## config.mk

```make
export PLATFORM = sky130hd
export DESIGN_NAME = i2c_master_byte_sequencer_top
export DESIGN_NICKNAME = d
export VERILOG_FILES = /design/src/hdl/i2cms_pkg.sv /design/src/hdl/i2cms_step.sv /design/src/hdl/i2c_master_byte_sequencer_top.sv
export SDC_FILE = /design/constraint.sdc
export NUM_CORES = 1
export LEC_CHECK = 0
export BUFFER_PORTS_ARGS = -buffer_cell sky130_fd_sc_hd__buf_4
export CORE_ASPECT_RATIO = 0.5
export CORE_UTILIZATION = 60
export CTS_CLUSTER_SIZE = 24
export DETAILED_ROUTE_END_ITERATION = 8
export PLACE_DENSITY = 0.9
export SKIP_LAST_GASP = 1
export SLEW_MARGIN = 20
export SYNTH_ARGS = -nofsm -noshare
export SYNTH_HDL_FRONTEND = slang
export SYNTH_HIERARCHICAL = 1
export SYNTH_SLANG_ARGS = --single-unit
export TNS_END_PERCENT = 100
```

## constraint.sdc

```tcl
create_clock -name clk -period 4.82 [get_ports clk]
set_input_delay 0.482 -clock clk [delete_from_list [all_inputs] [get_ports clk]]
set_output_delay 0.482 -clock clk [all_outputs]
set_load 0.1 [all_outputs]
```

## src/hdl/i2cms_pkg.sv

```systemverilog
// Shared types and constants for the I2C master byte sequencer.
// No dependencies; imported by i2cms_step and i2c_master_byte_sequencer_top.
package i2cms_pkg;

    // Command codes, same encoding as the func field of an input item
    typedef enum logic [2:0] {
        CMD_IDLE  = 3'd0,
        CMD_START = 3'd1,
        CMD_STOP  = 3'd2,
        CMD_PUT   = 3'd3,
        CMD_GET   = 3'd4,
        CMD_ADDR  = 3'd5
    } cmd_t;

    // Phases of the acknowledge tail after a sent byte
    localparam logic [2:0] PH_ACK_SETUP   = 3'd0;
    localparam logic [2:0] PH_ACK_SCL     = 3'd1;
    localparam logic [2:0] PH_ACK_RELEASE = 3'd2;
    localparam logic [2:0] PH_ACK_POLL    = 3'd3;
    localparam logic [2:0] PH_ACK_END     = 3'd4;

    // Phases inside one bit slot (SCL low, high, low), and the last phase of a start or stop condition
    localparam logic [2:0] PH_BIT_HIGH     = 3'd1;
    localparam logic [2:0] PHASES_PER_BIT  = 3'd3;
    localparam logic [2:0] PH_COND_LAST    = 3'd2;

    localparam logic [7:0] ADDR_10BIT_MASK   = 8'hF8;
    localparam logic [7:0] ADDR_10BIT_PREFIX = 8'hF0;
    localparam logic [7:0] GCALL_MASK        = 8'hFE;
    localparam logic [7:0] GCALL_CODE        = 8'h00;

    localparam logic [3:0] ACK_POLL_RESET = 4'd10;
    localparam logic [3:0] POLL_COUNT_MAX = 4'd15;

    typedef struct packed {
        logic [2:0]  func;
        logic [7:0]  tx_byte;
        logic [15:0] target_address;
        logic        last_read;
        logic        sda_in;
    } in_item_t;

    typedef struct packed {
        logic       scl;
        logic       sda_out;
        logic       sda_drive;
        logic       busy_res;
        logic       done_res;
        logic [7:0] rx_byte;
        logic       ack_seen;
        logic       cmd_rejected;
    } out_item_t;

    // Sequencer state carried from one phase to the next
    typedef struct packed {
        cmd_t       active_command;
        logic [2:0] phase_step;
        logic [3:0] bit_index;
        logic [7:0] send_shift;
        logic [7:0] receive_shift;
        logic [8:0] pending_high_byte;
        logic [3:0] poll_count;
        logic       nak_flag;
        logic       ack_flag;
        logic       scl;
        logic       sda;
        logic       drv;
    } seq_state_t;

endpackage

```

## src/hdl/i2cms_step.sv

```systemverilog
// One bus phase of the sequencer: next state and result from current state and item.
// Depends on i2cms_pkg.
module i2cms_step
    import i2cms_pkg::*;
(
    input  seq_state_t cur,
    input  in_item_t   item,
    input  logic [3:0] ack_poll_limit,
    output seq_state_t nxt,
    output out_item_t  res
);

    logic       is_cmd;
    logic       rejected;
    logic       done;
    logic [3:0] limit;
    logic [7:0] lo;
    logic       bit_val;

    always_comb
    begin
        nxt      = cur;
        rejected = 1'b0;
        done     = 1'b0;
        is_cmd   = (item.func >= CMD_START) && (item.func <= CMD_ADDR);
        limit    = (ack_poll_limit == 4'd0) ? 4'd1 : ack_poll_limit;
        lo       = item.target_address[7:0];
        bit_val  = 1'b0;

        // Start a new command, or flag one that arrives while busy
        if (cur.active_command == CMD_IDLE && is_cmd)
        begin
            nxt.active_command = cmd_t'(item.func);
            nxt.phase_step     = 3'd0;
            nxt.bit_index      = 4'd0;
            case (cmd_t'(item.func))
                CMD_PUT:
                begin
                    nxt.send_shift = item.tx_byte;
                    nxt.poll_count = 4'd0;
                    nxt.ack_flag   = 1'b0;
                end
                CMD_GET:
                begin
                    nxt.receive_shift = 8'd0;
                    nxt.nak_flag      = item.last_read;
                end
                CMD_ADDR:
                begin
                    nxt.send_shift = lo;
                    nxt.poll_count = 4'd0;
                    nxt.ack_flag   = 1'b0;
                    if ((lo & ADDR_10BIT_MASK) == ADDR_10BIT_PREFIX
                        || (lo & GCALL_MASK) == GCALL_CODE)
                        nxt.pending_high_byte = {1'b1, item.target_address[15:8]};
                    else
                        nxt.pending_high_byte = 9'd0;
                end
                default:
                begin
                end
            endcase
        end
        else if (cur.active_command != CMD_IDLE && is_cmd)
        begin
            rejected = 1'b1;
        end

        // Produce the pin levels of this phase and advance the sequence
        case (nxt.active_command)
            CMD_START, CMD_ADDR:
            begin
                if (nxt.phase_step == 3'd0)
                begin
                    {nxt.scl, nxt.sda, nxt.drv} = 3'b111;
                    nxt.phase_step = 3'd1;
                end
                else if (nxt.phase_step == 3'd1)
                begin
                    {nxt.scl, nxt.sda, nxt.drv} = 3'b101;
                    nxt.phase_step = PH_COND_LAST;
                end
                else
                begin
                    {nxt.scl, nxt.sda, nxt.drv} = 3'b001;
                    nxt.phase_step = 3'd0;
                    if (nxt.active_command == CMD_ADDR)
                    begin
                        nxt.active_command = CMD_PUT;
                        nxt.bit_index      = 4'd0;
                    end
                    else
                    begin
                        nxt.active_command = CMD_IDLE;
                        done = 1'b1;
                    end
                end
            end
            CMD_STOP:
            begin
                if (nxt.phase_step == 3'd0)
                begin
                    {nxt.scl, nxt.sda, nxt.drv} = 3'b001;
                    nxt.phase_step = 3'd1;
                end
                else if (nxt.phase_step == 3'd1)
                begin
                    {nxt.scl, nxt.sda, nxt.drv} = 3'b101;
                    nxt.phase_step = PH_COND_LAST;
                end
                else
                begin
                    {nxt.scl, nxt.sda, nxt.drv} = 3'b111;
                    nxt.phase_step     = 3'd0;
                    nxt.active_command = CMD_IDLE;
                    done = 1'b1;
                end
            end
            CMD_PUT:
            begin
                if (!nxt.bit_index[3])
                begin
                    // Data bit, MSB first
                    bit_val = nxt.send_shift[3'd7 - nxt.bit_index[2:0]];
                    {nxt.scl, nxt.sda, nxt.drv} =
                        {nxt.phase_step == PH_BIT_HIGH, bit_val, 1'b1};
                    nxt.phase_step = nxt.phase_step + 3'd1;
                    if (nxt.phase_step >= PHASES_PER_BIT)
                    begin
                        nxt.phase_step = 3'd0;
                        nxt.bit_index  = nxt.bit_index + 4'd1;
                    end
                end
                else if (nxt.phase_step == PH_ACK_SETUP)
                begin
                    {nxt.scl, nxt.sda, nxt.drv} = 3'b011;
                    nxt.phase_step = PH_ACK_SCL;
                end
                else if (nxt.phase_step == PH_ACK_SCL)
                begin
                    {nxt.scl, nxt.sda, nxt.drv} = 3'b111;
                    nxt.phase_step = PH_ACK_RELEASE;
                end
                else if (nxt.phase_step == PH_ACK_RELEASE)
                begin
                    {nxt.scl, nxt.sda, nxt.drv} = 3'b110;
                    nxt.phase_step = PH_ACK_POLL;
                end
                else if (nxt.phase_step == PH_ACK_POLL)
                begin
                    // Poll for acknowledge, give up at the limit
                    {nxt.scl, nxt.sda, nxt.drv} = 3'b110;
                    if (nxt.poll_count < POLL_COUNT_MAX)
                        nxt.poll_count = nxt.poll_count + 4'd1;
                    if (!item.sda_in)
                    begin
                        nxt.ack_flag   = 1'b1;
                        nxt.phase_step = PH_ACK_END;
                    end
                    else if (nxt.poll_count >= limit)
                    begin
                        nxt.phase_step = PH_ACK_END;
                    end
                end
                else
                begin
                    {nxt.scl, nxt.sda, nxt.drv} = 3'b011;
                    if (nxt.pending_high_byte[8])
                    begin
                        // Chain the high address byte
                        nxt.send_shift        = nxt.pending_high_byte[7:0];
                        nxt.bit_index         = 4'd0;
                        nxt.phase_step        = 3'd0;
                        nxt.poll_count        = 4'd0;
                        nxt.ack_flag          = 1'b0;
                        nxt.pending_high_byte = 9'd0;
                    end
                    else
                    begin
                        nxt.phase_step     = 3'd0;
                        nxt.bit_index      = 4'd0;
                        nxt.active_command = CMD_IDLE;
                        done = 1'b1;
                    end
                end
            end
            CMD_GET:
            begin
                if (!nxt.bit_index[3])
                begin
                    // Sample on SCL high, SDA released
                    if (nxt.phase_step == PH_BIT_HIGH)
                    begin
                        {nxt.scl, nxt.sda, nxt.drv} = 3'b110;
                        nxt.receive_shift = {nxt.receive_shift[6:0], item.sda_in};
                    end
                    else
                    begin
                        {nxt.scl, nxt.sda, nxt.drv} = 3'b010;
                    end
                    nxt.phase_step = nxt.phase_step + 3'd1;
                    if (nxt.phase_step >= PHASES_PER_BIT)
                    begin
                        nxt.phase_step = 3'd0;
                        nxt.bit_index  = nxt.bit_index + 4'd1;
                    end
                end
                else
                begin
                    // Clock out ACK or NAK
                    {nxt.scl, nxt.sda, nxt.drv} =
                        {nxt.phase_step == PH_BIT_HIGH, nxt.nak_flag, 1'b1};
                    nxt.phase_step = nxt.phase_step + 3'd1;
                    if (nxt.phase_step >= PHASES_PER_BIT)
                    begin
                        nxt.phase_step     = 3'd0;
                        nxt.bit_index      = 4'd0;
                        nxt.active_command = CMD_IDLE;
                        done = 1'b1;
                    end
                end
            end
            default:
            begin
                // Idle: pins hold the last levels
                nxt.active_command = CMD_IDLE;
                nxt.phase_step     = 3'd0;
                nxt.bit_index      = 4'd0;
            end
        endcase

        res.scl          = nxt.scl;
        res.sda_out      = nxt.sda | ~nxt.drv;
        res.sda_drive    = nxt.drv;
        res.busy_res     = (nxt.active_command != CMD_IDLE);
        res.done_res     = done;
        res.rx_byte      = nxt.receive_shift;
        res.ack_seen     = nxt.ack_flag;
        res.cmd_rejected = rejected;
    end

endmodule

```

## src/hdl/i2c_master_byte_sequencer_top.sv

```systemverilog
// Top level of the I2C master byte sequencer: handshakes, input and result registers.
// Depends on i2cms_pkg and i2cms_step.
//
// Usage:
//   in_valid/in_ready/in_item carry one bus phase tick per transfer: the
//   sampled SDA level and an optional command (start, stop, put byte,
//   get byte, address). out_valid/out_ready/out_item return the pin levels
//   and status for that phase, exactly one result per input transfer.
//   cfg_valid/cfg_ready/cfg_data write ack_poll_limit; always ready, write
//   it only while no phase is in flight.
// Path: an input transfer loads the input register; the phase logic then
//   passes it into the result register on an edge where the pipeline
//   advances (result register free or being taken).
// Throughput: one phase per cycle while out_ready is high; the sequencer
//   state register closes its loop through the phase logic.
// Reset: idle, pins SCL high, SDA high and driven, ack_poll_limit 10, both
//   pipeline registers empty.
// Stall: when out_ready is low the result holds; the input register still
//   takes one more transfer, then in_ready drops until the result is taken.
module i2c_master_byte_sequencer_top
    import i2cms_pkg::*;
(
    input  logic      clk,
    input  logic      rst_n,
    input  logic      in_valid,
    output logic      in_ready,
    input  in_item_t  in_item,
    output logic      out_valid,
    input  logic      out_ready,
    output out_item_t out_item,
    input  logic      cfg_valid,
    output logic      cfg_ready,
    input  logic [3:0] cfg_data
);

    logic       in_valid_reg;
    in_item_t   in_item_reg;
    logic       out_valid_reg;
    out_item_t  out_item_reg;
    seq_state_t state_reg;
    seq_state_t state_next;
    out_item_t  res_next;
    logic [3:0] ack_poll_limit_reg;
    logic       advance;

    // Phase logic
    i2cms_step u_step (
        .cur            (state_reg),
        .item           (in_item_reg),
        .ack_poll_limit (ack_poll_limit_reg),
        .nxt            (state_next),
        .res            (res_next)
    );

    // Move the pipeline when the result register is free or being taken
    assign advance   = !out_valid_reg || out_ready;
    assign in_ready  = !in_valid_reg || advance;
    assign out_valid = out_valid_reg;
    assign out_item  = out_item_reg;
    assign cfg_ready = 1'b1;

    // Control and sequencer state
    always_ff @(posedge clk or negedge rst_n)
    begin
        if (!rst_n)
        begin
            in_valid_reg       <= 1'b0;
            out_valid_reg      <= 1'b0;
            ack_poll_limit_reg <= ACK_POLL_RESET;
            state_reg          <= '{
                active_command:    CMD_IDLE,
                phase_step:        3'd0,
                bit_index:         4'd0,
                send_shift:        8'd0,
                receive_shift:     8'd0,
                pending_high_byte: 9'd0,
                poll_count:        4'd0,
                nak_flag:          1'b0,
                ack_flag:          1'b0,
                scl:               1'b1,
                sda:               1'b1,
                drv:               1'b1
            };
        end
        else
        begin
            if (in_ready)
                in_valid_reg <= in_valid;
            if (advance)
                out_valid_reg <= in_valid_reg;
            if (advance && in_valid_reg)
                state_reg <= state_next;
            if (cfg_valid && cfg_ready)
                ack_poll_limit_reg <= cfg_data;
        end
    end

    // Payload registers
    always_ff @(posedge clk)
    begin
        if (in_valid && in_ready)
            in_item_reg <= in_item;
        if (advance && in_valid_reg)
            out_item_reg <= res_next;
    end

    // A phase that ends a command never reports busy
    a_done_not_busy: assert property (@(posedge clk) disable iff (!rst_n)
        out_valid_reg && out_item_reg.done_res |-> !out_item_reg.busy_res)
        else $error("done and busy in one phase");

    // Released SDA reads back as high
    a_release_high: assert property (@(posedge clk) disable iff (!rst_n)
        out_valid_reg && !out_item_reg.sda_drive |-> out_item_reg.sda_out)
        else $error("sda_out low while released");

    // A command is never rejected while the sequencer is idle
    a_no_reject_idle: assert property (@(posedge clk) disable iff (!rst_n)
        advance && in_valid_reg && state_reg.active_command == CMD_IDLE
        |=> !out_item_reg.cmd_rejected)
        else $error("command rejected while idle");

    // Busy in a result matches the state left behind
    a_busy_tracks_state: assert property (@(posedge clk) disable iff (!rst_n)
        advance && in_valid_reg
        |=> out_item_reg.busy_res == (state_reg.active_command != CMD_IDLE))
        else $error("busy flag out of step with state");

endmodule
```

---- After elaboration in Yosys (flattened, before gate mapping) ----
Index checks and enable logic that the tools add are counted.
storage, ports and cells
  bits in registers ....................... 94
  bits of input ports ..................... 38
operators by class
  $add $sub $neg .......................... 4
  order comparisons ....................... 6
  eq/ne operators ......................... 12
  mux-type cells .......................... 99
  bitwise logic cells ..................... 2
  reduce and logical (&&, ||, !) cells .... 18
operators by type and width
  kind                                                              count
  3-bit two-way mux                                                 26
  13-bit two-way mux                                                5
  12-bit two-way mux                                                5
  4-bit two-way mux                                                 14
  8-bit two-way mux                                                 7
  41-bit two-way mux                                                1
  9-bit two-way mux                                                 3
  1-bit two-way mux                                                 24
  6-bit one-hot mux with 4 select lines                             1
  7-bit two-way mux                                                 3
  4-bit one-hot mux with 4 select lines                             1
  8-bit one-hot mux with 2 select lines                             1
  3-bit by 2-bit == test with 1-bit output (second input constant)  5
  3-bit == test (second input constant)                             4
  3-bit one-hot mux with 4 select lines                             1
  10-bit two-way mux                                                1
  4-bit by 1-bit adder with 4-bit output (second input constant)    2
  8-bit zero test                                                   1
  2-bit two-way mux                                                 4
  3-bit by 1-bit == test with 1-bit output (second input constant)  2
  3-bit zero test                                                   2
  3-bit nonzero test                                                2
  5-bit == test (second input constant)                             1
  1-bit logical AND                                                 5
  16 further kinds                                                  20

---- Longest topological paths before layout ----
Gate-level depths: netlist (run 1).
  word-level depth ........................ 23
  depth in mapped cells ................... 17
  mapped depth without buffers ............ 15

---- Hierarchy ----
The synthesis (run 1) kept the hierarchy.
modules (own cells, without submodules)
  module                         times used  cells each  area an instance (um2)  sequential area each (um2)
  i2c_master_byte_sequencer_top  1           155         3377.0                  2578.7
  i2cms_step                     1           321         2090.8                  0.0

---- Worst setup path before layout (run 1) ----
OpenSTA, ideal clock, no wires.
  kind .................................... register to register
  start ................................... register state_reg[42] (netlist bit)
  end ..................................... register state_reg[38] (netlist bit)
  setup time .............................. 0.064 ns
  data arrival time ....................... 3.392 ns
  slack ................................... 1.365 ns
  stages on the path, launching flop included .. 18
  buffers on the path ..................... 2
  period minus slack after synthesis ...... 3.455 ns
  path through ............................ dfrtp_1 > buf_2 > nor4b_2 > buf_2 > o21ai_1 > and2_1 > ha_1 > nand3_1 > xor2_1 > nor2_1 > ha_1 > nand2b_1 > a21o_1 > a21o_1 > a21oi_1 > a31oi_1 > o221ai_1 > mux2_4
RTL lines
  item                    RTL line                             text
  start, declared         i2c_master_byte_sequencer_top.sv:40  seq_state_t state_reg;
  start signal, assigned  i2c_master_byte_sequencer_top.sv:70  state_reg <= '{
  start signal, assigned  i2c_master_byte_sequencer_top.sv:92  state_reg <= state_next;

==> results.txt, run 1 <==
----------------------------------------------------
[Status]
  Outcome ... complete, no violations

[STA]
  Total negative setup slack ... 0 ps
  Slew at the pin closest to its max-slew limit ... 868 ps
  Maximum clock rate ... between 0.2 and 0.25 GHz
  Final-report hold violation count ... 0
  RSZ-0062 raised after global routing ... no
  Number of slew-limit violations in the final report ... 0
  Count of endpoints failing setup in the final report ... 0
  Largest clock skew in the final design ... 8.98 ps
  Minimum clock period ... 4210 ps
  Final cycle utilization of the critical path ... 0.873
  Relative slew margins ... 0.421

[GRT]
  Vias in the first global route ... ~3900
  First-pass GRT wire length ... 19000 um
  Overall fraction of global-route tracks in use ... 0.269
  Maximum number of pins on one net before global-route repair ... 51
  Global-route congestion overflow total ... 0
  Number of antenna violations at the first check in global routing ... 0

[Finish]
  Number of nets in the layout ... roughly 560
  Final Util ... 0.701
  Largest register FFs ... 44
  Area growth, synth to finish ... 12.4%
  Diode count ... 0
  Post-layout instance count excluding filler cells ... roughly 630
  Fraction of layout instances using a drive strength above 1 ... 0.296

[Floorplanning]
  Placeable core region ... 8770 sq um
  Starting Density ... 0.624
  Number of cell rows ... 24
  Die ar. ... 9520 sq um
  Die outline width ... 137 um
  Die boundary height ... 69.5 um
  Number of ports placed on the die boundary ... 56

[CTS]
  CTS tree ... built
  Buffer cell driving the clock tree root ... clkbuf_16
  # Post-CTS Setup Buffers ... 0
  Clock sink count ... 94
  Worst-path clk slew ... 60 ps
  CTS resizes ... 0
  Number of hold buffers added after CTS ... 0
  Number of buffers created by CTS ... 9
  Deepest level of the CTS H-tree ... 3
  Clock insertion delay at the later pin of the skew report ... 350 ps
  Clock Tree Buf Depth ... 2

[Job]
  Max capacitance violation total ... 0

[Pwr]
  Switching power total ... 0.00121 W
  Pwr dens ... 516 nW/um^2
  Total leakage power ... 2.63 nW
  Internal power ... 0.00196 W
  Max VDD drop ... 0.000377 V
  Sw frac ... 0.382
  Logic pwr share ... 0.394
  Overall Power ... around 0.0032 W
  Fraction of power consumed by sequential logic ... 0.359
  Clock power share ... 0.247

[Synth]
  Net count of the mapped netlist ... 526
  Syn avg cell area ... 11.5 sq um
  Number of storage elements in the synthesis netlist ... 94
  Portion of the post-synthesis area used by sequential elements ... 0.472
  Post-synth EDFFs ... 44
  Synth unique cells ... 73
  Predominant post-synthesis flop cell ... dfrtp_1
  Synthesized cell area ... 5470 sq um
  Total number of yosys warnings ... 6
  Async SR Flop Fraction ... 0.532
  Post-Syn Instances ... 476

[Place]
  Placed instance count ... 618
  Number of buffers inserted by port buffering ... 54
  HPWL Detailed ... 8090 um
  Weighted congestion at the end of routability-driven global placement ... 0.943

[Critical path]
  Arrival time at the worst endpoint ... 4500 ps
  Critical path start-end classification ... flop to flop
  Largest fanout on the critical path ... 22
  Worst setup SP type ... flop
  Required @ worst endpoint ... 5110 ps
  Setup crit end kind ... flop

[Route]
  Via density ... 6.25
  Number of remaining DRC errors ... 0
  Total via count after detailed routing ... about 4000
  Average wire length per cell after detail routing ... 18.7 um
  Total detailed-routing wirelength ... 11800 um
  Iteration-0 DRC Markers ... 307
  Antenna-violating nets left ... 0
  First-pass iteration count of the detailed router ... 5

[Min path]
  Class of the most critical hold timing path ... primary input to asynchronous set/reset pin

----------------------------------------------------
-- critical path: stages (launching register included) --
cell	delay [ps]
edfxtp_1	810
nor2b_1	280
o21ai_1	540
and2_1	210
ha_1	240
nand3_1	130
nor2_1	120
mux2_2	370
ha_1	300
a21o_1	160
a21o_1	170
a21oi_1	300
a31oi_1	130
o211ai_1	210
mux2_4	180
-- routing by layer --
metal  track usage  wire length (um)  up-vias
met4         0.120               323        0
met3        0.0687               797       47
met2         0.392              5350      172
li1              -                 -     1833
met1         0.380              5370     1912
met5             0                 0        -
-- area by class of cell --
| type | instances | area (sq um) |
|---|---|---|
| inverters | 17 | 63.8 |
| clock inverters | 4 | 68.8 |
| flip-flops and latches | 94 | 2580 |
| repair buffers | 57 | 428 |
| multi-input cells | 333 | 2600 |
| well taps | 117 | 146 |
| clock buffers | 12 | 258 |
| fillers | 622 | 2620 |
-- kinds of logic after synthesis --
logic type      Yosys count  share of synthesized area
compound gates          111                      0.146
other cells               1                   0.000686
xor+xnor                  1                    0.00160
mux                      63                      0.154
flops                    94                      0.472
simple gates            145                      0.147
buf+inv                  49                     0.0524
fa+ha+maj                12                     0.0275
-- cells in the mapped netlist, types with 6 or more instances --
library cell	instances	share of area
nor2b_1	9	0.010
nor2_1	43	0.030
a31oi_1	7	0.0080
o21ai_0	15	0.014
mux2i_1	12	0.022
edfxtp_1	44	0.24
ha_1	12	0.027
buf_4	15	0.021
nand3_1	19	0.017
o221ai_1	8	0.013
mux2_2	12	0.025
nor3_1	8	0.0073
nand2b_1	7	0.0080
a22oi_1	9	0.012
buf_2	6	0.0055
nand2_1	19	0.013
a21oi_1	24	0.022
dfrtp_1	45	0.21
mux2_4	39	0.11
and2_1	7	0.0080
inv_1	17	0.012
-- final timing paths --
kind,from,endpoint,slack (ps),cells after the start
max,in_item_reg[27],state_reg[39],610,14
min in group clk,in_item[22],in_item_reg[22],300,1
min,rst_n,state_reg[20],160,1
max in group asynchronous,rst_n,state_reg[42],4220,1
min reg2reg,state_reg[3],state_reg[3],510,1
max reg2reg,in_item_reg[27],state_reg[39],610,14
-- placed cells by master (no fill, tap or decap), drive strengths merged, types with 7 or more instances in the layout --
cell type  Yosys  routed
mux2i         12      12
o221ai         9       9
inv           17      17
nor3          13      13
mux2          51      51
o21ai         18      18
clkbuf         6      12
nor2b          9       9
a21oi         25      25
dfrtp         45      45
buf           26      57
nand2         21      21
edfxtp        44      44
nand2b         8       8
nor2          44      44
and2           7       7
nand3         20      20
a22oi          9       9
ha            12      12
a31oi          8       8
-- metrics by stage --
| step | area (sq um) | worst slack, ps | hold WS (ps) |
|---|---|---|---|
| after global placement | 5820 | 784 | 484 |
| after floorplan | 5470 | 1360 | 186 |
| after detailed placement | 5820 | 722 | 496 |
| after global routing | 6150 | 307 | 202 |
| after CTS | 6150 | 698 | 185 |
| final | 6150 | 613 | 156 |
-- power groups by stage --
stage,sequential [W],combinational (W),clock (W)
4_1_cts,0.00113,0.00123,0.000791
3_3_place_gp,0.00114,0.00119,0
2_1_floorplan,0.00129,0.000835,0
3_5_place_dp,0.00115,0.00122,0
6_report,0.00114,0.00125,0.000784
5_1_grt,0.00115,0.00134,0.000826
(Power assumes the default switching activity.)
==> run 2, diff against run 1 <==
ABC_AREA = 1   (was unset)
CORE_UTILIZATION = 59   (was 60)
PLACE_DENSITY = 0.89   (was 0.9)
==> run 2 against run 1 <==
  * Global-route usage is 0.54 points higher
  * Via count grew 15%
  * Clock skew shrank 3.4 ps
  * Cell area fell by 2.0%
  * Largest cell class is now registers
  * Register-to-register slack better by 280 ps
==> results.txt, run 2 <==
----------------------------------------------------
[Pwr]
  Internal power ... 0.00185 W (-5.4%)
  Switching power total ... 0.00149 W (+23%)
  Total leakage power ... 3.02 nW (+15%)
  Sw frac ... 0.446 (+0.0642)
  Fraction of power consumed by sequential logic ... 0.344 (-0.015)
  Max VDD drop ... 0.000473 V (+25%)
  Logic pwr share ... 0.439 (+0.045)
  Clock power share ... 0.218 (-0.029)
  Pwr dens ... 556 nW/um^2 (+7.7%)

[GRT]
  Global routing met3 resource utilization ... 0.0760 (+0.00731)
  Most congested layer reported by global routing ... met2
  Vias in the first global route ... 4293 (+11%)
  Overall fraction of global-route tracks in use ... 0.274 (+0.00538)
  Met1 Use GR ... 0.366 (-0.0139)
  First-pass GRT wire length ... 20100 um (+5.8%)
  Global-route congestion overflow total ... 0 (unchanged)
  Maximum number of pins on one net before global-route repair ... 51 (unchanged)
  Grt met2 use ... 0.423 (+0.0314)
  Number of antenna violations at the first check in global routing ... 0 (unchanged)

[Synth]
  Net count of the mapped netlist ... 699 (+33%)
  Post-Syn Instances ... 649 (+36%)
  Share of the synthesized area in the top cell type ... 0.244 (+0.00280)
  Synthesized cell area ... 5410 sq um (-1.1%)
  Post-synthesis compound-gate area fraction ... 0.0961 (-0.0495)
  Biggest area contributors in the synthesized netlist ... edfxtp_1, dfrtp_1, nand2_1, nand3_1, inv_1
  Async SR Flop Fraction ... 0.532 (unchanged)
  Most common cell in the synthesized netlist ... nand2_1
  Syn avg cell area ... 8.33 sq um (-27%)
  Portion of netlist area occupied by mux cells ... 0.00185 (-0.152)
  Number of storage elements in the synthesis netlist ... 94 (unchanged)
  Area share of fa/ha/maj cells after synthesis ... 0.0278 (+0.000318)
  Area leader, netlist ... edfxtp_1
  Top post-synthesis cells by count ... nand2_1, nand3_1, inv_1
  Post-synth EDFFs ... 44 (unchanged)
  Portion of the post-synthesis area used by sequential elements ... 0.477 (+0.00546)
  Post-synthesis share of cell area spent on xor and xnor gates ... 0.00324 (+0.00164)
  Synth unique cells ... 47 (-36%)
  Area fraction in and, or, nand and nor cells after synthesis ... 0.293 (+0.146)
  Combinational family with the most area after synthesis ... simple AND/OR/NAND/NOR gates
  Total number of yosys warnings ... 6 (unchanged)
  Predominant post-synthesis flop cell ... dfrtp_1

[STA]
  Slew at the pin closest to its max-slew limit ... 743 ps (-125 ps)
  Final cycle utilization of the critical path ... 0.814 (-0.0591)
  Minimum clock period ... 3920 ps (-285 ps)
  RSZ-0062 raised after global routing ... no
  Number of slew-limit violations in the final report ... 0 (unchanged)
  Setup ws final ... 898 ps (+285 ps)
  Relative slew margins ... 0.505 (+0.0832)
  Count of endpoints failing setup in the final report ... 0 (unchanged)
  Maximum clock rate ... 0.255 GHz (+7.3%)
  Final-report hold violation count ... 0 (unchanged)
  Total negative setup slack ... 0 ps (unchanged)
  Largest clock skew in the final design ... 5.54 ps (-3.44 ps)

[Route]
  Antenna-violating nets left ... 0 (unchanged)
  Average wire length per cell after detail routing ... 15.1 um (-19%)
  Iteration-0 DRC Markers ... 457 (+49%)
  Total detailed-routing wirelength ... 12200 um (+2.7%)
  First-pass iteration count of the detailed router ... 7 (+2)
  Total via count after detailed routing ... 4546 (+15%)
  Via density ... 5.66 (-9.5%)
  Number of remaining DRC errors ... 0 (unchanged)

[Floorplanning]
  Placeable core region ... 8800 sq um (+0.34%)
  Starting Density ... 0.614 (-0.00924)
  Die ar. ... 9570 sq um (+0.52%)
  Die outline width ... 137 um (+0.26%)
  Die boundary height ... 69.7 um (+0.26%)
  Number of cell rows ... 24 (unchanged)
  Number of ports placed on the die boundary ... 56 (unchanged)

[Finish]
  Final Util ... 0.685 (-0.0163)
  Multi-input gate area ... 2280 sq um (-12%)
  Number of nets in the layout ... 731 (+30%)
  Final-layout fill cell count ... 665 (+6.9%)
  Area of all sequential standard cells ... 2580 sq um (unchanged)
  Commonest non-fill, non-tap cell in the layout ... nand2_1
  Largest register FFs ... 44 (unchanged)
  Area growth, synth to finish ... 11.4%
  Fraction of layout instances using a drive strength above 1 ... 0.157 (-0.139)
  Diode count ... 0 (unchanged)
  Highest-count cells in the layout ignoring fill and taps ... nand2_1, nand3_1, inv_1

[CTS]
  Clock Tree Buf Depth ... 2 (unchanged)
  Deepest level of the CTS H-tree ... 3 (unchanged)
  CTS tree ... built
  # Post-CTS Setup Buffers ... 0 (unchanged)
  Buffer cell driving the clock tree root ... clkbuf_16
  Clock insertion delay at the later pin of the skew report ... 340 ps (about the same)
  CTS resizes ... 0 (unchanged)
  Number of hold buffers added after CTS ... 0 (unchanged)
  Clock sink count ... 94 (unchanged)
  Number of buffers created by CTS ... 9 (unchanged)
  Worst-path clk slew ... 70 ps (about the same)

[Critical path]
  Cell with the largest stage delay on the worst path ... edfxtp_1
  Setup crit end kind ... flop
  Largest fanout on the critical path ... 7 (-68%)
  Largest stage delay on the critical path ... 440 ps (-370 ps)
  Critical path start-end classification ... flop to flop
  Worst path most repeated cell ... nand2_1
  Required @ worst endpoint ... 5100 ps (about the same)
  Arrival time at the worst endpoint ... 4200 ps (-300 ps)
  Worst setup SP type ... flop

[Status]
  Outcome ... complete, no violations

[Place]
  Weighted congestion at the end of routability-driven global placement ... 0.889 (-5.8%)
  HPWL Detailed ... 8320 um (+2.9%)
  Post-placement setup slack ... 1030 ps (+304 ps)
  Number of buffers inserted by port buffering ... 54 (unchanged)

[Job]
  Max capacitance violation total ... 0 (unchanged)

[Min path]
  Class of the most critical hold timing path ... primary input to asynchronous set/reset pin

----------------------------------------------------
run 2: cell types whose count changed in the layout (fill, tap and decap cells not counted), sizes merged, moves of 11 or more:
cell | previous run | this run
inv | 17 | 82
mux2 | 51 | 0
mux2i | 12 | 1
nand2 | 21 | 197
nand3 | 20 | 82
o21ai | 18 | 34
run 2: final cells by class:
cell class,instances,area share
clock inverters,7,0.0133
clock buffers,9,0.0374
well taps,117,0.0243
inverters,79,0.0492
flip-flops and latches,94,0.428
repair buffers,55,0.0686
multi-input cells,442,0.379
run 2: path summary, 6_finish.rpt:
kind                                    to             from  depth (start not counted)  slack (ps)
max                          state_reg[39]  in_item_reg[27]                         26         900
min                          state_reg[20]            rst_n                          1         170
max reg2reg                  state_reg[39]  in_item_reg[27]                         26         900
min reg2reg                   state_reg[1]     state_reg[1]                          2         470
max in group asynchronous    state_reg[12]            rst_n                          1        4210
min in group clk           in_item_reg[23]      in_item[23]                          1         310
run 2: cells by family (layout without fill, tap and decap cells):
group / after synthesis / after routing
adders and majority gates: 12 / 12
other: 1 / 1
DFF: 94 / 94
buffers and inverters: 113 / 150
xor gates and xnor gates: 2 / 2
muxes: 1 / 1
AOI/OAI and AO/OA: 87 / 87
and+or+nand+nor: 339 / 339
run 2: metal layers:
layer / part of all wire / up-vias
met5: 0 / -
met4: 0.025 / 0
met3: 0.073 / 28
met2: 0.46 / 190
met1: 0.44 / 2118
li1: - / 2210
run 2: critical path: cells and delay by family (launching register included):
family                   cells  cell delay, ps
AND/OR/NAND/NOR             14            1890
buffers and inverters        6             570
adder cells (fa/ha/maj)      2             480
AO/OA/AOI/OAI                4             460
flip-flops                   1             440
run 2: power by group through the flow:
stage / registers (W) / clock network, W / logic (W)
6_report: 0.00115 / 0.000729 / 0.00147
5_1_grt: 0.00117 / 0.000768 / 0.00160
2_1_floorplan: 0.00145 / 0 / 0.000935
4_1_cts: 0.00115 / 0.000741 / 0.00145
3_5_place_dp: 0.00117 / 0 / 0.00144
3_3_place_gp: 0.00116 / 0 / 0.00141
run 2: stage by stage:
step | cell area (sq um) | power, W | std cells | hold WS (ps)
floorplan | 5410 | 0.00238 | 649 | 186
global placement | 5720 | 0.00256 | 787 | 448
detailed placement | 5720 | 0.00260 | 787 | 458
CTS | 6020 | 0.00334 | 803 | 192
global route | 6020 | 0.00354 | 803 | 219
finish | 6020 | 0.00335 | 803 | 169
==> run 3, diff against run 2 <==
CORE_UTILIZATION = 54   (was 59)
PLACE_DENSITY = 0.86   (was 0.89)
clock period = 3.3 ns   (was 4.82 ns; I/O delays follow)
==> run 3 against run 2 <==
  * Critical path type unchanged
  * The flow now finishes with violations (setup timing)
  * Worst hold slack got worse by 160 ps
  * Utilization decreased by 2.2 points
  * Clock skew about the same
  * Clock-buffer cell count unchanged
  * Combinational power increased by 52%
  * Maximum frequency increased by 17%
  * First-iteration DRC count increased by 12%
  * Sequential power increased by 45%
  * Final cell count increased by 5.4%
  * Non-clock buffer count increased by 25
  * Global-route usage decreased by 2.4 points
==> results.txt, run 3 (synthesis results as in run 2) <==
----------------------------------------------------
[Status]
  Outcome ... finished with violations
  Violated checks ... setup timing

[Finish]
  Final-layout fill cell count ... 759 (+14%)
  Largest register FFs ... 44 (unchanged)
  Fraction of layout instances using a drive strength above 1 ... 0.217 (+0.0592)
  Highest-count cells in the layout ignoring fill and taps ... nand2_1, buf_4, nand3_1
  Commonest non-fill, non-tap cell in the layout ... nand2_1
  Final Util ... 0.662 (-0.0224)
  Area growth, synth to finish ... 17.3%
  Diode count ... 0 (unchanged)
  Number of nets in the layout ... 756 (+3.4%)

[Pwr]
  Total leakage power ... 3.16 nW (+4.7%)
  Overall Power ... 0.00496 W (+48%)
  Max VDD drop ... 0.000328 V (-31%)
  Pwr dens ... 782 nW/um^2 (+41%)

[Route]
  Total detailed-routing wirelength ... 12700 um (+4.4%)
  Iteration-0 DRC Markers ... 510 (+12%)
  Antenna-violating nets left ... 0 (unchanged)
  Total via count after detailed routing ... 4771 (+4.9%)
  Number of remaining DRC errors ... 0 (unchanged)
  Via density ... 5.64 (-0.38%)
  Average wire length per cell after detail routing ... 15.0 um (-0.87%)
  First-pass iteration count of the detailed router ... 6 (-1)

[STA]
  Fin Hold WS ... 6.85 ps (-162 ps)
  Slew at the pin closest to its max-slew limit ... 657 ps (-86.0 ps)
  Count of endpoints failing setup in the final report ... 1 (+1)
  Maximum clock rate ... 0.298 GHz (+17%)
  Relative slew margins ... 0.562 (+0.0573)
  Setup ws final ... -55.3 ps (-953 ps)
  Minimum clock period ... 3360 ps (-567 ps)
  RSZ-0062 raised after global routing ... yes
  Number of slew-limit violations in the final report ... 0 (unchanged)
  Final cycle utilization of the critical path ... 1.02 (+0.203)
  Largest clock skew in the final design ... 5.28 ps (-0.257 ps)
  Final-report hold violation count ... 0 (unchanged)

[CTS]
  Number of buffers created by CTS ... 9 (unchanged)
  Number of hold buffers added after CTS ... 0 (unchanged)
  Clock sink count ... 94 (unchanged)
  Worst-path clk slew ... 70 ps (about the same)
  Deepest level of the CTS H-tree ... 3 (unchanged)
  Clock insertion delay at the later pin of the skew report ... 350 ps (about the same)
  Buffer cell driving the clock tree root ... clkbuf_16
  CTS tree ... built
  Clock Tree Buf Depth ... 2 (unchanged)

[Critical path]
  Top delay family on crit path ... simple AND/OR/NAND/NOR gates
  Worst setup SP type ... flop
  Crit path cell chain ... buf_6 -> nand2_4 -> nand3_4 -> nand3_4 -> inv_4 -> nor2_4 -> ha_4 -> inv_4 -> nor3_4 -> inv_2 -> buf_4 -> nand2_1 -> o21ai_2 -> ha_1 -> nand4_1 -> o2111ai_2 -> or2_4 -> o21ai_2 -> nand2_1 -> nand2_1 -> nand2_1 -> nand2_1 -> nand3_1 -> nand2_1
  Setup crit end kind ... flop
  Arrival time at the worst endpoint ... 3630 ps (-570 ps)
  Required @ worst endpoint ... 3580 ps (-1520 ps)
  Worst path most repeated cell ... nand2_1
  Critical path start-end classification ... flop to flop
  Buffers and inverters on the worst path ... 5 (-1)
  Largest fanout on the critical path ... 5 (-2)
  Cell with the largest stage delay on the worst path ... edfxtp_1
  Largest stage delay on the critical path ... 490 ps (+50 ps)

[Floorplanning]
  Placeable core region ... 9570 sq um (+8.8%)
  Die ar. ... 10400 sq um (+9.1%)
  Starting Density ... 0.565 (-0.0496)
  Die boundary height ... 72.7 um (+4.4%)
  Number of ports placed on the die boundary ... 56 (unchanged)
  Number of cell rows ... 25 (+4.2%)
  Die outline width ... 143 um (+4.5%)

[GRT]
  Maximum number of pins on one net before global-route repair ... 51 (unchanged)
  Vias in the first global route ... 4270 (-0.54%)
  Overall fraction of global-route tracks in use ... 0.250 (-0.0243)
  First-pass GRT wire length ... 20000 um (-0.65%)
  Global-route congestion overflow total ... 0 (unchanged)
  Number of antenna violations at the first check in global routing ... 0 (unchanged)

[Place]
  Number of buffers inserted by port buffering ... 54 (unchanged)
  HPWL Detailed ... 8340 um (+0.22%)
  Post-placement setup slack ... -215 ps (-1240 ps)
  Weighted congestion at the end of routability-driven global placement ... 0.935 (+5.2%)

[Job]
  Max capacitance violation total ... 0 (unchanged)

[Min path]
  Class of the most critical hold timing path ... primary input to asynchronous set/reset pin

----------------------------------------------------
-- run 3: path summary, 6_finish.rpt --
check,cells after the start,to,slack (ps),start
worst max-delay path,24,state_reg[39],-60,in_item_reg[27]
worst min-delay path,1,state_reg[20],7,rst_n
worst max register to register,24,state_reg[39],-60,in_item_reg[27]
worst min register to register,2,state_reg[2],470,state_reg[2]
max in group asynchronous,1,state_reg[27],2850,rst_n
min in group clk,1,in_item_reg[10],150,in_item[10]
-- run 3: metal layers --
layer	vias up	share of wire	GRT usage	wire length (um)
met5	-	0	0	0
met4	0	0.022	0.0792	280
met3	35	0.076	0.0499	970
li1	2260	-	-	-
met2	243	0.46	0.407	5790
met1	2233	0.44	0.340	5650
-- run 3: final cells by class --
class	count	area, sq um	area share
Clock inverter	7	72.6	0.0114
Clock buffer	9	225	0.0355
Inverter	79	304	0.0480
Tap cell	135	169	0.0266
Sequential cell	94	2580	0.407
Timing Repair Buffer	80	604	0.0953
Multi-Input combinational cell	442	2380	0.376
-- run 3: report_power, final --
| part | total, W | switching (W) | internal (W) |
|---|---|---|---|
| registers | 0.00167 | 0.000136 | 0.00153 |
| clock network | 0.00105 | 0.000458 | 0.000591 |
| logic | 0.00224 | 0.00162 | 0.000623 |
-- run 3: what timing repair did --
item	4_1_cts	5_1_grt
cloned	0	0
endpoints found under the setup margin	2	5
buffers inserted	4	9
resized for setup	5	30
pin swaps	2	10
hold endpoints to repair	0	0
-- run 3: through the flow --
step | area (sq um) | setup TNS (ps) | cells
floorplan | 5410 | 0 | 649
global placement | 5830 | 0 | 817
detailed placement | 5830 | -381 | 817
CTS | 6180 | 0 | 837
global route | 6340 | -527 | 846
finish | 6340 | -55.3 | 846
